[src/hdl/sme_pkg.sv]
// ----------------------------------------------------------------------------
// sme_pkg
// Shared types and codes of the stack machine executor.
// ----------------------------------------------------------------------------
`default_nettype none

package sme_pkg;

	localparam int WORD_W  = 64;
	localparam int LIMIT_W = 7;

	// instruction codes
	localparam logic [3:0] MODE_PUSH  = 4'd0;
	localparam logic [3:0] MODE_POP   = 4'd1;
	localparam logic [3:0] MODE_SWAP  = 4'd2;
	localparam logic [3:0] MODE_DUP   = 4'd3;
	localparam logic [3:0] MODE_ADD   = 4'd4;
	localparam logic [3:0] MODE_SUB   = 4'd5;
	localparam logic [3:0] MODE_MUL   = 4'd6;
	localparam logic [3:0] MODE_DIV   = 4'd7;
	localparam logic [3:0] MODE_NEG   = 4'd8;
	localparam logic [3:0] MODE_PRINT = 4'd9;
	localparam logic [3:0] MODE_READ  = 4'd10;
	localparam logic [3:0] MODE_CMP   = 4'd11;
	localparam logic [3:0] MODE_STOP  = 4'd12;

	// result status codes
	localparam logic [2:0] ST_OK    = 3'd0;
	localparam logic [2:0] ST_UNDER = 3'd1;
	localparam logic [2:0] ST_OVER  = 3'd2;
	localparam logic [2:0] ST_DIVZ  = 3'd3;
	localparam logic [2:0] ST_HALT  = 3'd4;

	localparam logic KIND_STATUS = 1'b0;
	localparam logic KIND_ELEM   = 1'b1;

	// register index (byte address / 4)
	localparam logic REG_STACK_LIMIT = 1'b0;

	typedef struct packed {
		logic [3:0]        mode;
		logic signed [63:0] immediate;
		logic signed [63:0] read_value;
	} sme_in_t;

	typedef struct packed {
		logic              kind;
		logic signed [63:0] value;
		logic              last;
		logic [2:0]        status;
		logic [6:0]        depth;
	} sme_out_t;

	typedef struct packed {
		logic start;
		logic is_div;
	} md_req_t;

	typedef struct packed {
		logic        done;
		logic [63:0] result;
	} md_rsp_t;

endpackage

`default_nettype wire

[src/hdl/sme_muldiv.sv]
// ----------------------------------------------------------------------------
// sme_muldiv
// Multi-cycle multiply (16 bits per cycle) and signed restoring divide.
// ----------------------------------------------------------------------------
`default_nettype none

module sme_muldiv (
	input  wire logic             clk,
	input  wire logic             arst_n,
	input  wire sme_pkg::md_req_t req,
	input  wire logic [63:0]      opa,
	input  wire logic [63:0]      opb,
	output sme_pkg::md_rsp_t      rsp
);
	import sme_pkg::*;

	logic        busy_q, div_q, fix_q, neg_q, done_q;
	logic [6:0]  step_q;
	logic [63:0] acc_q, mcand_q, mdiv_q;
	logic [64:0] rem_q;
	logic [79:0] prod;
	logic [64:0] rem_sh, diff;

	assign prod   = mcand_q * mdiv_q[15:0];
	assign rem_sh = {rem_q[63:0], acc_q[63]};
	assign diff   = rem_sh - {1'b0, mdiv_q};

	always_ff @(posedge clk or negedge arst_n) begin
		if (!arst_n) begin
			busy_q <= 1'b0;
			fix_q  <= 1'b0;
			done_q <= 1'b0;
			step_q <= '0;
		end else begin
			done_q <= 1'b0;
			if (req.start) begin
				busy_q <= 1'b1;
				step_q <= req.is_div ? 7'd64 : 7'd4;
			end else if (busy_q) begin
				step_q <= step_q - 7'd1;
				if (step_q == 7'd1) begin
					busy_q <= 1'b0;
					if (div_q) begin
						fix_q <= 1'b1;
					end else begin
						done_q <= 1'b1;
					end
				end
			end else if (fix_q) begin
				fix_q  <= 1'b0;
				done_q <= 1'b1;
			end
		end
	end

	// operands: opb is the dividend / multiplicand, opa the divisor / multiplier
	always_ff @(posedge clk) begin
		if (req.start) begin
			div_q <= req.is_div;
			neg_q <= opa[63] ^ opb[63];
			rem_q <= '0;
			if (req.is_div) begin
				acc_q  <= opb[63] ? 64'd0 - opb : opb;
				mdiv_q <= opa[63] ? 64'd0 - opa : opa;
			end else begin
				acc_q   <= '0;
				mcand_q <= opb;
				mdiv_q  <= opa;
			end
		end else if (busy_q) begin
			if (div_q) begin
				if (!diff[64]) begin
					rem_q <= diff;
				end else begin
					rem_q <= rem_sh;
				end
				acc_q <= {acc_q[62:0], ~diff[64]};
			end else begin
				acc_q   <= acc_q + prod[63:0];
				mcand_q <= mcand_q << 16;
				mdiv_q  <= mdiv_q >> 16;
			end
		end else if (fix_q) begin
			if (neg_q) begin
				acc_q <= 64'd0 - acc_q;
			end
		end
	end

	assign rsp.done   = done_q;
	assign rsp.result = acc_q;
endmodule

`default_nettype wire

[config.mk]
export PLATFORM = sky130hd
export DESIGN_NAME = sme_muldiv
export DESIGN_NICKNAME = d
export VERILOG_FILES = /design/src/hdl/sme_pkg.sv /design/src/hdl/sme_muldiv.sv
export SDC_FILE = /design/constraint.sdc
export NUM_CORES = 2
export LEC_CHECK = 0
export ABC_AREA = 0
export BUFFER_PORTS_ARGS = -buffer_cell sky130_fd_sc_hd__buf_2
export CORE_MARGIN = 5
export CORE_UTILIZATION = 42
export CTS_BUF_LIST = sky130_fd_sc_hd__clkbuf_8
export CTS_CLUSTER_DIAMETER = 150
export DETAILED_ROUTE_END_ITERATION = 10
export PLACE_DENSITY = 0.61
export SETUP_SLACK_MARGIN = 0.05
export SLEW_MARGIN = 20
export SYNTH_ARGS = -nofsm -noshare
export SYNTH_HDL_FRONTEND = slang
export SYNTH_SLANG_ARGS = --single-unit
[constraint.sdc]
create_clock -name clk -period 11.8 [get_ports clk]
set_input_delay 2.36 -clock clk [delete_from_list [all_inputs] [get_ports clk]]
set_output_delay 2.36 -clock clk [all_outputs]
set_load 0.05 [all_outputs]
Word-level counts from Yosys, hierarchy flattened
Cells that the tools add are included.
{"block": "totals", "reg_bits": 268, "in_bits": 132, "out_inout_bits": 65, "wordCells": 64}
{"block": "op_classes", "addsub": 6, "n_mul": 1, "n_eq_ne": 5, "mux": 31, "bitwise_logic": 3, "n_reduce_logical": 8}
{"cell": "64-bit two-way mux", "n": 17}
{"cell": "1-bit by 64-bit subtractor with 64-bit output (first input constant)", "n": 3}
{"cell": "65-bit by 64-bit subtractor with 65-bit output", "n": 1}
{"cell": "64-bit adder", "n": 1}
{"cell": "64-bit by 16-bit multiplier with 64-bit output", "n": 1}
{"cell": "7-bit two-way mux", "n": 3}
{"cell": "1-bit two-way mux", "n": 11}
{"cell": "7-bit by 1-bit == test with 1-bit output (second input constant)", "n": 1}
{"cell": "7-bit by 1-bit subtractor with 7-bit output (second input constant)", "n": 1}
{"cell": "2-bit AND reduction", "n": 3}
{"cell": "3-bit AND reduction", "n": 2}
{"cell": "3-bit nonzero test", "n": 2}
{"cell": "2-bit by 1-bit inequality test with 1-bit output (second input constant)", "n": 2}
{"cell": "2-bit inequality test (second input constant)", "n": 2}
{"cell": "1-bit NOT", "n": 2}
{"cell": "2-bit nonzero test", "n": 1}
{"cell": "1-bit XOR", "n": 1}

Longest topological paths before layout
{"block": "depth", "depth_word": 5, "mapped_depth": 27, "mapped_depth_nobuf": 25}

Worst setup path after synthesis
No wires, ideal clock.
{"block": "synth_timing", "path_type": "register to register", "startpoint": "register mdiv_q[1]", "endpoint": "register acc_q[61] (data pin)", "setup_ps": 259, "t_arrival_ps": 6901, "required_time_ps": 11541, "path_slack_ps": 4640, "stages_incl_launch_ff": 25, "path_buffers": 2, "period_less_slack_ps": 7160, "path_cell_list": "edfxtp_1 clkbuf_1 clkbuf_1 nand2_1 fa_1 fa_1 fa_1 inv_1 fa_1 fa_1 inv_1 fa_1 inv_1 ha_1 a21oi_1 o21ai_0 a221oi_1 a311oi_1 a21o_1 o211a_1 a31o_2 a221oi_1 o21ai_0 xor2_1 a211o_1"}
{"block": "synth_via", "elab_chain_cells": 5}
{"item": "start, declared", "line": "sme_muldiv.sv:19", "source": "logic [63:0] acc_q, mcand_q, mdiv_q;"}
{"item": "start signal, assigned", "line": "sme_muldiv.sv:64", "source": "mdiv_q <= opa[63] ? 64'd0 - opa : opa;"}
{"item": "start signal, assigned", "line": "sme_muldiv.sv:68", "source": "mdiv_q <= opa;"}
{"item": "start signal, assigned", "line": "sme_muldiv.sv:81", "source": "mdiv_q <= mdiv_q >> 16;"}
{"item": "64-bit by 16-bit multiplier with 64-bit output", "line": "sme_muldiv.sv:24", "source": "assign prod = mcand_q * mdiv_q[15:0];"}
{"item": "64-bit adder", "line": "sme_muldiv.sv:79", "source": "acc_q <= acc_q + prod[63:0];"}
{"item": "64-bit two-way mux", "line": "sme_muldiv.sv:71", "source": "if (div_q) begin"}
{"item": "64-bit two-way mux", "line": "sme_muldiv.sv:70", "source": "end else if (busy_q) begin"}
{"item": "64-bit two-way mux", "line": "sme_muldiv.sv:58", "source": "if (req.start) begin"}
{"item": "end signal, assigned", "line": "sme_muldiv.sv:63", "source": "acc_q <= opb[63] ? 64'd0 - opb : opb;"}
{"item": "end signal, assigned", "line": "sme_muldiv.sv:77", "source": "acc_q <= {acc_q[62:0], ~diff[64]};"}
{"item": "end signal, assigned", "line": "sme_muldiv.sv:79"}
{"item": "end, declared", "line": "sme_muldiv.sv:19"}
No other way between the ends.
A chain may end at the register's enable or synchronous reset.

Worst setup path in the final report
{"block": "layout_timing", "startpoint": "register mdiv_q[2]", "endpoint": "register acc_q[61] (data pin)"}
Same word-level chain as after synthesis.

==> key figures <==
Synth
  • Most used DFF post-synth: edfxtp_1
  • Mux share of post-synthesis cell area: about 2.4%
  • Sequential area share after synthesis: 15.12%
  • Post-synth EDFFs: 194
  • Synthesized flop and latch total: 268
  • Largest family of logic cells by synthesized area: adder cells
  • Synth top area share: between 30% and 40%
  • Synth unique cells: 79
  • Post-synth top area cell: fa_1
  • Synth Area in XOR/XNOR: under 10%
  • Gate Count Post-Synth: 5,732
  • Synth Area in Compound Gates: 12.03%
  • Synth area leaders: fa_1 (34%), edfxtp_1 (12%), inv_1 (8.8%)
  • Mean Syn Cell Area: 8.489 um^2
  • Synth Warn #: 0
  • Simple logic cell fraction of the synthesized area: 15.93%
  • Async set-reset flop share out of synthesis: 3.731%
  • Synth Area in Adders: 37.88%
  • Synthesized Nets: 6,848
  • Area of the mapped netlist: 48,660 um^2

CTS
  • Worst-skew pair later-pin latency: 0.75 ns
  • Hold Buf Count CTS: 0
  • Clock buffer depth: 3
  • CTS tree: yes
  • Post-CTS Setup Inserts: 0
  • Clk sinks: between 200 and 300
  • H-tree levels: 2
  • Post-CTS resize count: 0
  • Clock slew at reported path FFs: 0.07 ns
  • Num CTS Buffers: 51
  • Root Driver: clkbuf_8

Timing
  • Final Max Tran Viols: 0
  • FMAX: 114.6 MHz
  • Final Hold Violating Endpoints: 0
  • Slew HR: 20.16%
  • Final Cycle Share: around three quarters
  • RSZ-0062 raised after global routing: false
  • Clk_skew: 0.08208 ns
  • Setup tns final: 0 ns
  • Actual slew at the worst max-slew pin: 1.198 ns
  • Final setup violation count: 0
  • Minimum clock period: between 8 and 9 ns

Route
  • Via/cell ratio: 5.614
  • Drt initial violations: 3,853
  • Routed vias: 40,880
  • DRT Pass-1 Iters: 6
  • Final WL: roughly 170,000 um
  • Remaining DRCs: 0
  • Post-DR wirelength/cell: between 20 and 25 um
  • ANT nets after route: 0

Global route
  • Gr ovfl total: 0
  • Vias in the first global route: 41,110
  • Global Route Usage Sum: a little over a quarter
  • Pin count of the biggest net entering global routing: 140
  • Antenna violations before repair: 24
  • First-pass GRT wire length: 256,000 um

Setup path
  • Slowest-stage cell, CP: a221oi_1
  • Crit-path most repeated cell: fa_1
  • Critical path peak fanout: 38
  • CP Capture Type: flip-flop
  • CP Data Required Time: 12.23 ns
  • Worst path cell trace: buf_4 -> buf_4 -> nand2_1 -> fa_1 -> fa_1 -> fa_1 -> inv_1 -> fa_1 -> fa_1 -> inv_1 -> fa_1 -> inv_1 -> ha_1 -> a21oi_1 -> o21ai_0 -> a221oi_1 -> a311oi_1 -> a21o_1 -> o211a_1 -> a31o_2 -> a221oi_1 -> o21ai_0 -> xor2_1 -> a211o_1
  • Critical path class: flip-flop to flip-flop
  • CP Launch Type: flip-flop
  • CP peak stage delay: around 0.73 ns
  • Arrival @ worst endpoint: 9.15 ns

Die
  • Die X: 350.4 um
  • CORE AREA: 114,700 um^2
  • Die ar.: 122,800 um^2
  • Die H: 350.4 um
  • # rows: ~120
  • Starting Density: 42.44%
  • Top Ports: 197

Outcome
  • Status: completed

Placement
  • GPL Wtd Cong: 0.9671
  • Detailed placement HPWL: 126,600 um
  • PortBufs: between 150 and 200

Cells and area
  • Layout net count: just under 7,000
  • Layout cells sized above 1: 7.144%
  • P&R area growth vs syn: 6.670%

Hold path
  • Hold/Removal Path Class: flip-flop to flip-flop

Run
  • Max-cap check violation count: 0
-- final cells by class --
type                    instances  area [um^2]
clock inverters                37        284.0
fillers                     11350        62750
diodes                         16        40.04
well taps                    1512         1892
inverters                    1149         4313
flip-flops and latches        268         7358
clock buffers                  58        798.3
repair buffers                245         1371
multi-input cells            3996        35850
-- worst max-delay path, delay by kind of cell, from the launching register on --
family	cells	cell delay, ns
xor+xnor	1	0.18
simple gates	1	0.16
compound gates	10	3.36
flops	1	0.32
buf+inv	5	1.07
fa+ha+maj	7	3.35
-- through the flow --
step           setup slack, ns  std cells  util, %  cell area (um^2)  hold slack [ns]
2_1_floorplan            4.640       5732        -             48660           0.4480
3_3_place_gp             3.343       7170    44.28             50770           0.4626
3_5_place_dp             3.231       7170    44.29             50780           0.4706
4_1_cts                  3.224       7265    45.24             51860           0.4800
5_1_grt                  2.744       7272    45.25             51880           0.5004
6_report                 3.077       7281    45.27             51900           0.4729
-- cell families after synthesis --
family                   count (synthesis)
multiplexers                           111
flip-flops                             268
AND/OR/NAND/NOR                       1677
XOR/XNOR                               294
AO/OA/AOI/OAI                          930
buffers and inverters                 1468
adder cells (fa/ha/maj)                984
-- per-layer routing --
layer / global-route usage, % / wire (um) / up-vias
met3: 6.708 / 17640 / 329
met2: 43.22 / 75610 / 1914
met4: 7.564 / 5215 / 18
met1: 37.67 / 69880 / 20610
met5: 0 / 122 / -
li1: - / - / 18010
-- Yosys cell counts (8+ instances only) --
master,number
inv_1,1147
nand2_1,823
fa_1,815
clkbuf_1,303
and2_1,299
a21oi_1,280
nor2_1,263
o21ai_0,213
edfxtp_1,194
xnor2_1,172
ha_1,169
xor2_1,122
a21o_1,75
dfxtp_1,64
mux2i_1,60
mux2_2,51
nand3_1,46
nor3_1,45
a211oi_1,43
o22ai_1,38
nand4_1,36
o31ai_1,36
a31oi_1,31
o211ai_1,30
and3_1,24
nor4_1,24
o21bai_1,24
nand2b_1,21
or4_1,21
or3_1,19
o21a_1,18
a221oi_1,16
o221ai_1,16
o41ai_1,16
nor2b_1,15
buf_1,13
or2_2,12
dfrtp_1,10
a21boi_0,9
a222oi_1,9
a41oi_1,8
-- registers in the layout, indices dropped and copies added (netlist names) --
register / cells
acc_q: 64
mcand_q: 64
mdiv_q: 64
rem_q: 64
step_q: 7
busy_q: 1
div_q: 1
done_q: 1
fix_q: 1
neg_q: 1
-- layout by cell type (no fill, tap or decap), types with 18 or more instances in the layout --
cell type / n
clkbuf_8: 58
mux2i_1: 60
xor2_1: 122
a21o_1: 75
o211ai_1: 30
nand2_1: 819
o31ai_1: 36
or4_1: 21
a21oi_1: 279
buf_2: 195
xnor2_1: 172
nor3_1: 45
fa_1: 815
edfxtp_1: 194
dfxtp_1: 64
nand2b_1: 21
nor2_1: 260
o21bai_1: 24
o21ai_0: 213
nand4_1: 36
or3_1: 19
nor4_1: 23
and2_1: 298
o22ai_1: 38
mux2_2: 51
a31oi_1: 31
and3_1: 24
buf_4: 48
ha_1: 169
nand3_1: 46
o21a_1: 18
a211oi_1: 43
inv_1: 1167
-- final timing paths --
check	from	to	slack [ns]	cells after the start
worst max-delay path	mdiv_q[2]	acc_q[61]	3.08	24
worst min-delay path	rem_q[41]	rem_q[41]	0.47	2
worst max register to register	mdiv_q[2]	acc_q[61]	3.08	24
worst min register to register	rem_q[41]	rem_q[41]	0.47	2
max in group asynchronous	arst_n	busy_q	10.08	1
min in group asynchronous	arst_n	done_q	1.50	1
Power is not shown: default switching activity piles up to over one toggle a cycle in this logic, so the estimate is an artifact.
